$ cat src/rtl/audio_mix_accumulate_and_output_assert.svh
// Assertion macros for the mix accumulator block.
// Depends on nothing; included by the top level only.
`ifndef AUDIO_MIX_ACCUMULATE_AND_OUTPUT_ASSERT_SVH
`define AUDIO_MIX_ACCUMULATE_AND_OUTPUT_ASSERT_SVH

// Same-cycle implication, disabled while reset is high.
`define AMAO_ASSERT_NOW(label, clk, rst, ante, cons) \
   label: assert property (@(posedge clk) disable iff (rst) (ante) |-> (cons)) \
      else $error("amao assertion failed");

// Next-cycle implication, disabled while reset is high.
`define AMAO_ASSERT_NEXT(label, clk, rst, ante, cons) \
   label: assert property (@(posedge clk) disable iff (rst) (ante) |=> (cons)) \
      else $error("amao assertion failed");

`endif

$ cat src/rtl/amao_pkg.sv
// Shared types, constants and output formatting for the mix accumulator.
// Depends on nothing; used by amao_emit, the top level and the testbench.
package amao_pkg;

   localparam int SUM_W  = 32;
   localparam int PROD_W = 41;
   localparam int IDX_W  = 16;
   localparam int SMP_W  = 16;

   localparam logic signed [SMP_W-1:0] SAT_MAX  = 16'sh7fff;
   localparam logic signed [SMP_W-1:0] SAT_MIN  = 16'sh8000;
   localparam logic [7:0]              OFFSET_8 = 8'd128;

   // CSR register indexes
   localparam logic [2:0] CSR_MASTER_VOLUME = 3'd0;
   localparam logic [2:0] CSR_RING_LOG2     = 3'd1;
   localparam logic [2:0] CSR_STEREO        = 3'd2;
   localparam logic [2:0] CSR_SIXTEEN       = 3'd3;

   // One emit request: both scaled sums plus ring positions and format flags.
   typedef struct packed {
      logic signed [PROD_W-1:0] prod_l;
      logic signed [PROD_W-1:0] prod_r;
      logic [IDX_W-1:0]         idx_l;
      logic [IDX_W-1:0]         idx_r;
      logic                     stereo;
      logic                     sixteen;
   } emit_req_type;

   // Shift a master-scaled sum down by 8, saturate, and format the sample.
   function automatic logic [SMP_W-1:0] format_sample(input logic signed [PROD_W-1:0] prod,
                                                      input logic sixteen);
      logic signed [PROD_W-9:0] v;
      logic signed [SMP_W-1:0]  sat;
      v = prod[PROD_W-1:8];
      if (v > (PROD_W-8)'(SAT_MAX)) begin
         sat = SAT_MAX;
      end else if (v < (PROD_W-8)'(SAT_MIN)) begin
         sat = SAT_MIN;
      end else begin
         sat = v[SMP_W-1:0];
      end
      if (sixteen) begin
         return sat;
      end
      return {8'h00, sat[SMP_W-1:8] + OFFSET_8};
   endfunction

endpackage

$ cat src/rtl/amao_emit.sv
// Emit stage: holds one emit request and drives results into the output register.
// Depends on amao_pkg for the request type and sample formatting.
module amao_emit
   import amao_pkg::*;
(
   input  logic               clock,
   input  logic               reset,
   input  logic               emit_valid,
   input  emit_req_type       emit_req,
   output logic               busy,
   output logic               rsp_valid,
   input  logic               rsp_stall,
   output logic [SMP_W-1:0]   rsp_out_sample,
   output logic [IDX_W-1:0]   rsp_out_index,
   output logic               rsp_is_right,
   output logic               rsp_last
);

   logic               c_valid_ff, c_valid_in;
   logic               c_right_ff, c_right_in;
   emit_req_type       c_ff, c_in;
   logic               rsp_valid_ff, rsp_valid_in;
   logic [SMP_W-1:0]   sample_ff, sample_in;
   logic [IDX_W-1:0]   index_ff, index_in;
   logic               right_ff, right_in;
   logic               last_ff, last_in;
   logic               load;

   // Move the held channel into the output register when it is free or draining.
   assign load = c_valid_ff && (!rsp_valid_ff || !rsp_stall);

   always_comb begin
      c_valid_in   = c_valid_ff;
      c_right_in   = c_right_ff;
      c_in         = c_ff;
      rsp_valid_in = rsp_valid_ff;
      sample_in    = sample_ff;
      index_in     = index_ff;
      right_in     = right_ff;
      last_in      = last_ff;
      if (emit_valid) begin
         c_valid_in = 1'b1;
         c_right_in = 1'b0;
         c_in       = emit_req;
      end
      if (load) begin
         rsp_valid_in = 1'b1;
         sample_in    = format_sample(c_right_ff ? c_ff.prod_r : c_ff.prod_l, c_ff.sixteen);
         index_in     = c_right_ff ? c_ff.idx_r : c_ff.idx_l;
         right_in     = c_right_ff;
         last_in      = c_right_ff || !c_ff.stereo;
         if (c_ff.stereo && !c_right_ff) begin
            c_right_in = 1'b1;
         end else begin
            c_valid_in = 1'b0;
         end
      end else if (rsp_valid_ff && !rsp_stall) begin
         rsp_valid_in = 1'b0;
      end
   end

   always_ff @(posedge clock) begin
      if (reset) begin
         c_valid_ff   <= 1'b0;
         c_right_ff   <= 1'b0;
         rsp_valid_ff <= 1'b0;
      end else begin
         c_valid_ff   <= c_valid_in;
         c_right_ff   <= c_right_in;
         rsp_valid_ff <= rsp_valid_in;
      end
      c_ff      <= c_in;
      sample_ff <= sample_in;
      index_ff  <= index_in;
      right_ff  <= right_in;
      last_ff   <= last_in;
   end

   assign busy           = c_valid_ff;
   assign rsp_valid      = rsp_valid_ff;
   assign rsp_out_sample = sample_ff;
   assign rsp_out_index  = index_ff;
   assign rsp_is_right   = right_ff;
   assign rsp_last       = last_ff;

endmodule

$ cat config.mk
export PLATFORM = sky130hd
export DESIGN_NAME = amao_emit
export DESIGN_NICKNAME = d
export VERILOG_FILES = /design/src/rtl/audio_mix_accumulate_and_output_assert.svh /design/src/rtl/amao_pkg.sv /design/src/rtl/amao_emit.sv
export SDC_FILE = /design/constraint.sdc
export NUM_CORES = 1
export LEC_CHECK = 0
export ABC_AREA = 1
export BUFFER_PORTS_ARGS = -buffer_cell sky130_fd_sc_hd__buf_2
export CAP_MARGIN = 20
export CORE_MARGIN = 10
export CORE_UTILIZATION = 52
export DETAILED_ROUTE_END_ITERATION = 16
export HOLD_SLACK_MARGIN = 0.15
export PLACE_DENSITY_LB_ADDON = 0.1
export SYNTH_ARGS = -nofsm -noshare
export SYNTH_HDL_FRONTEND = slang
export SYNTH_SLANG_ARGS = --single-unit
export TNS_END_PERCENT = 5
$ cat constraint.sdc
create_clock -name clock -period 3.5 [get_ports clock]
set_clock_uncertainty 0.05 [all_clocks]
set_input_delay 0.7 -clock clock [delete_from_list [all_inputs] [get_ports clock]]
set_output_delay 0.7 -clock clock [all_outputs]
set_load 0.02 [all_outputs]
==> impl_metrics.tcl, run 1 <==
set metrics [dict create \
    wl_per_cell_um 15.1 \
    cts_setup_buffers 0 \
    io_pins 156 \
    dieArea_mm2 0.0151 \
    place_congestion 0.794 \
    start_util_pct 53.5 \
    worstHoldPathCells 1 \
    cp-end-kind "flip-flop" \
    max_stage_delay_ns 0.52 \
    cap_violations 0 \
    critPathTopFamily "simple AND/OR/NAND/NOR gates" \
    slowest_stage "buf_4" \
    ant_nets 0 \
    cts_buffer_depth 2 \
    fill_cells 757 \
    async_reset_ff_share_pct 0 \
    r2r_end "rsp_out_sample[11]$_SDFFCE_PN0P_" \
    cts_tree "done" \
    netlist_area_mm2 0.00552 \
    fmax_mhz 444 \
    avgSynthCellArea_um2 11.8 \
    post-place-cells 731 \
    syn_to_final_growth_pct 27.3 \
    setup_viol 0 \
    dpl_cell_area_mm2 0.00633 \
    grt_usage_pct 15.3 \
    drt-pass1-iter-count 5 \
    slew_headroom_pct 56.4 \
    worst-setup-path-type "reg -> reg" \
    utilization_pct 68.1 \
    ys.flop_type "edfxtp_1" \
    critPathBufInv 1 \
    worst_hold_path.endpoint "c_ff[0]$_DFFE_PP_" \
    fin_crit_sh_pct 64.3 \
    path_cells "buf_4, nand2_1, o21ai_0, nand2_1, nor2_1, nand2_1, nor2_1, nand2_1, nand3_4, a21oi_1" \
    finalCriticalPeriod_ns 2.25 \
    synth-seq-cells 137 \
    rows 37 \
    power_leakage_nw 3.05 \
    finalSetupTns_ns 0 \
    synth_nets 586 \
    power.density_mw_per_mm2 625 \
    nNetsFinal 735 \
    tightest_slew_ns 0.654 \
    routed_via_density 4.80 \
    status "complete, no violations" \
    cts_resized 0 \
    insertion_delay_ns 0.52 \
    min_path_type "in -> reg" \
    synth_top_area_share_pct 72.9 \
    ir_drop_mv 0.325 \
    drive_gt1_share_pct 30.7 \
    overflow 0 \
    critPathArrivalTime_ns 2.45 \
    required_ns 3.70 \
    hold_viol 0 \
    drc 0 \
    numClockSinks 137 \
    synth_edf_count 134 \
    synth_commonest_cells "191 x nand2_1, 134 x edfxtp_1, 37 x inv_1" \
    r2r_slack_ns 1.25 \
    grt_pass1_wl_mm 17.9 \
    synth.area.top_cells "edfxtp_1 73%, nand2_1 13%, inv_1 2.5%" \
    drt_iter0_drc 259 \
    synth_warnings 0 \
    wirelength_mm 11.6 \
    clkTransAtPathRegs_ns 0.06 \
    ys_seq_area_share_pct 74.0 \
    root_buffer "clkbuf_8" \
    holdWs_ns 0.306 \
    vias 3670 \
    holdCritStartpoint "emit_req[0]" \
    cts_hold_buf 0 \
    antenna_found_initial 0 \
    worstRegToRegCells 10 \
    cts_buffers 17 \
    cp-start-kind "flip-flop" \
    rsz0062_at_grt "false" \
    cp_common_cell "nand2_1" \
    yosys.cell_types.count 23 \
    grt_max_degree 66 \
    die_h_um 123 \
    reg2reg_from "c_right_ff$_SDFF_PP0_" \
    final_area_mm2 0.00703 \
    drv_slew 0 \
    final_cells 765 \
    die_w_um 123 \
    dpl.hpwl_mm 8.19 \
    yosysMostFrequentCell "nand2_1" \
    synth_top_area_cell "edfxtp_1" \
    grt_pass1_vias 3658 \
    crit_fanout 65 \
    port_buffers 139 \
    coreArea_mm2 0.0103 \
    cts.htree.levels 4 \
    syn_inst 466 \
]
## sequential cells by signal, indices dropped and copies added (netlist names)
signal / flops
busy: 1
rsp_last: 1
rsp_out_sample: 16
rsp_valid: 1
rsp_out_index: 16
rsp_is_right: 1
c_right_ff: 1
c_ff: 100
## area by class of cell
class                           count  area, µm²  area share, %
Antenna cell                        1       2.50         0.0356
Clock buffer                       18        418           5.95
Clock inverter                     14        251           3.58
Inverter                           41        154           2.19
Multi-Input combinational cell    274       1180           16.8
Sequential cell                   137       4090           58.1
Tap cell                          136        170           2.42
Timing Repair Buffer              144        768           10.9
## through the flow
step                      total power, W  setup slack [ns]
final                            0.00439              1.25
after global routing             0.00456             0.893
after CTS                        0.00442              1.22
after detailed placement         0.00242              1.23
after global placement           0.00240              1.25
after floorplan                  0.00226             0.539
## worst register-to-register path, cell delays in order (launching register included)
cell and delay [ns]:
dfxtp_2 0.33, buf_4 0.52, nand2_1 0.14, o21ai_0 0.15, nand2_1 0.10, nor2_1 0.15, nand2_1 0.07, nor2_1 0.08
nand2_1 0.09, nand3_4 0.21, a21oi_1 0.11
## routing by layer
layer | share of wire, % | routed length, µm | global-route usage, % | vias to the layer above
met5 | 0 | 0 | 0 | -
li1 | - | - | - | 1854
met4 | 0.82 | 95 | 5.75 | 0
met1 | 43 | 5020 | 19.5 | 1680
met3 | 8.4 | 968 | 4.38 | 11
met2 | 47 | 5480 | 24.6 | 125
## placed cells by master (no fill, tap or decap), types with 8 or more instances in the layout
cell type / instances
o21ai_2: 8
nand2_1: 191
inv_1: 37
nor2_1: 28
o21ai_0: 14
edfxtp_1: 134
nand3_1: 8
buf_2: 138
clkbuf_16: 16
## worst max path at each step
stage | start | to | slack (ns) | cells after the start
2_1_floorplan | rsp_stall | busy$_SDFF_PP0_ | 0.54 | 2
3_5_place_dp | c_right_ff$_SDFF_PP0_ | rsp_out_sample[3]$_DFFE_PP_ | 1.23 | 10
4_1_cts | c_right_ff$_SDFF_PP0_ | rsp_out_sample[12]$_SDFFCE_PN0P_ | 1.22 | 10
6_report | c_right_ff$_SDFF_PP0_ | rsp_out_sample[11]$_SDFFCE_PN0P_ | 1.25 | 10
3_3_place_gp | c_right_ff$_SDFF_PP0_ | rsp_out_sample[6]$_DFFE_PP_ | 1.25 | 10
5_1_grt | c_right_ff$_SDFF_PP0_ | rsp_out_sample[12]$_SDFFCE_PN0P_ | 0.89 | 10
## where the power goes
group | switching, W | internal, W | total (W)
sequential | 0.0000371 | 0.00196 | 0.00199
clock | 0.000642 | 0.00137 | 0.00201
combinational | 0.000254 | 0.000137 | 0.000391
## cell families after synthesis
kind of cell	count (synthesis)	synth area share (%)
buffers and inverters	55	4.87
flip-flops	137	74.0
AO/OA/AOI/OAI	38	4.19
AND/OR/NAND/NOR	236	16.9
No activity file was read; power rests on OpenSTA's default activity.
==> run 2, diff against run 1 <==
Clock period 3.5 ns to 2.1 ns, I/O delays scaled along.
==> run 2 against run 1 <==
  * Total power increased by 61%
  * Clock power up 43%
  * Core utilization increased by 10 points
  * Worst setup slack worse by 1.1 ns
  * Combinational power is 120% higher
  * Flip-flop and latch count unchanged
  * Sequential power increased by 67%
  * Highest routed layer unchanged
  * Cell count rose by 14%
==> impl_metrics.tcl, run 2 (same netlist as run 1, synthesis figures left out) <==
set metrics [dict create \
    status "complete, no violations" \
    root_buffer "clkbuf_8" \
    rows 37 \
    drive_gt1_share_pct 27.8 \
    drv_slew 0 \
    fmax_mhz 507 \
    tightest_slew_ns 0.401 \
    finalCriticalPeriod_ns 1.97 \
    die_h_um 123 \
    antenna_found_initial 0 \
    most-common-layout-cells "191 x nand2_1, 138 x buf_2, 134 x edfxtp_1" \
    utilization_pct 78.3 \
    drc 0 \
    wirelength_mm 14.2 \
    cts_buffer_depth 2 \
    power.density_mw_per_mm2 873 \
    critPathArrivalTime_ns 2.18 \
    slew_headroom_pct 73.2 \
    io_pins 156 \
    final_cells 875 \
    dieArea_mm2 0.0151 \
    cap_violations 0 \
    fin_crit_sh_pct 93.9 \
    die_w_um 123 \
    routed_via_density 4.79 \
    clkTransAtPathRegs_ns 0.06 \
    dpl.hpwl_mm 8.58 \
    start_util_pct 53.5 \
    coreArea_mm2 0.0103 \
    cts_tree "done" \
    cts_buffers 17 \
    grt_pass1_vias 4245 \
    nNetsFinal 846 \
    top_register "c_ff" \
    syn_to_final_growth_pct 46.5 \
    insertion_delay_ns 0.52 \
    drt_iter0_drc 373 \
    post-place-cells 739 \
    required_ns 2.31 \
    drt-pass1-iter-count 6 \
    place_ws_ns 0.156 \
    cts.htree.levels 4 \
    setup_viol 0 \
    grt_pass1_wl_mm 22.0 \
    largest_reg_flops 100 \
    rsz0062_at_grt "true" \
    grt_max_degree 49 \
    grt_usage_pct 19.0 \
    wl_per_cell_um 16.2 \
    min_path_type "in -> reg" \
    ant_nets 0 \
    hold_viol 0 \
    ir_drop_mv 0.527 \
    crit_fanout 14 \
    numClockSinks 137 \
    overflow 0 \
    worst-setup-path-type "reg -> reg" \
    cp-start-kind "flip-flop" \
    port_buffers 139 \
    power_leakage_nw 3.50 \
    layout_setup_ws_ns 0.128 \
    final_common_cell "nand2_1" \
    place_congestion 0.858 \
    vias 4187 \
    cp-end-kind "flip-flop" \
]
-- run 2: cell count changes in the layout (fill, tap and decap cells not counted), sizes merged --
cell / before / now
clkinvlp: 1 / 3
buf: 144 / 151
clkbuf: 18 / 19
dlygate4sd3: 0 / 102
nand3: 9 / 10
clkinv: 7 / 8
bufinv: 7 / 3
-- run 2: power by group --
group / switching (W) / internal, W
Combinational: 0.000480 / 0.000378
Clock: 0.00108 / 0.00179
Sequential: 0.0000629 / 0.00326
-- run 2: routing by layer --
metal,up-vias,track usage [%],wire length (µm)
li1,2079,-,-
met1,1934,21.9,5620
met2,154,31.9,7150
met3,20,6.20,1160
met4,0,8.52,241
met5,-,0,0
-- run 2: area by class of cell --
cell class | instances | area, µm²
flip-flops and latches | 137 | 4090
clock inverters | 13 | 155
multi-input cells | 275 | 1200
fillers | 656 | 2240
inverters | 41 | 154
well taps | 136 | 170
repair buffers | 254 | 1900
clock buffers | 18 | 418
diodes | 1 | 2.50
-- run 2: critical path: stages (launching register included) --
cell     delay [ns]
dfxtp_2        0.36
inv_2          0.09
buf_4          0.20
nand2_1        0.08
nand2_1        0.15
nand2_1        0.08
nor2_1         0.11
nand2_1        0.06
nor2_1         0.09
nand2_1        0.16
nand3_4        0.19
a21oi_1        0.09
-- run 2: worst paths after layout --
check / from / endpoint / slack, ns / depth (start not counted)
setup / recovery: c_right_ff$_SDFF_PP0_ / rsp_out_sample[11]$_SDFFCE_PN0P_ / 0.13 / 11
hold reg to reg: c_ff[30]$_DFFE_PP_ / rsp_out_index[12]$_DFFE_PP_ / 0.46 / 2
setup reg to reg: c_right_ff$_SDFF_PP0_ / rsp_out_sample[11]$_SDFFCE_PN0P_ / 0.13 / 11
hold / removal: emit_valid / c_ff[18]$_DFFE_PP_ / 0.27 / 1
-- run 2: metrics by stage --
step | total power, W | instance area (µm²) | setup TNS [ns] | hold WS, ns
2_1_floorplan | 0.00376 | 5520 | 0 | 0.423
4_1_cts | 0.00704 | 8030 | 0 | 0.253
3_3_place_gp | 0.00404 | 6440 | 0 | 0.429
3_5_place_dp | 0.00406 | 6440 | 0 | 0.444
6_report | 0.00706 | 8080 | 0 | 0.268
5_1_grt | 0.00732 | 8080 | -0.0653 | 0.260
-- run 2: what timing repair did --
| action | in CTS | in global routing |
|---|---|---|
| endpoints found under the hold margin | 103 | 0 |
| endpoints found under the setup margin | 0 | 15 |
| gates resized for setup | 0 | 5 |
| setup buffers | 0 | 0 |
| hold buffers | 102 | 0 |
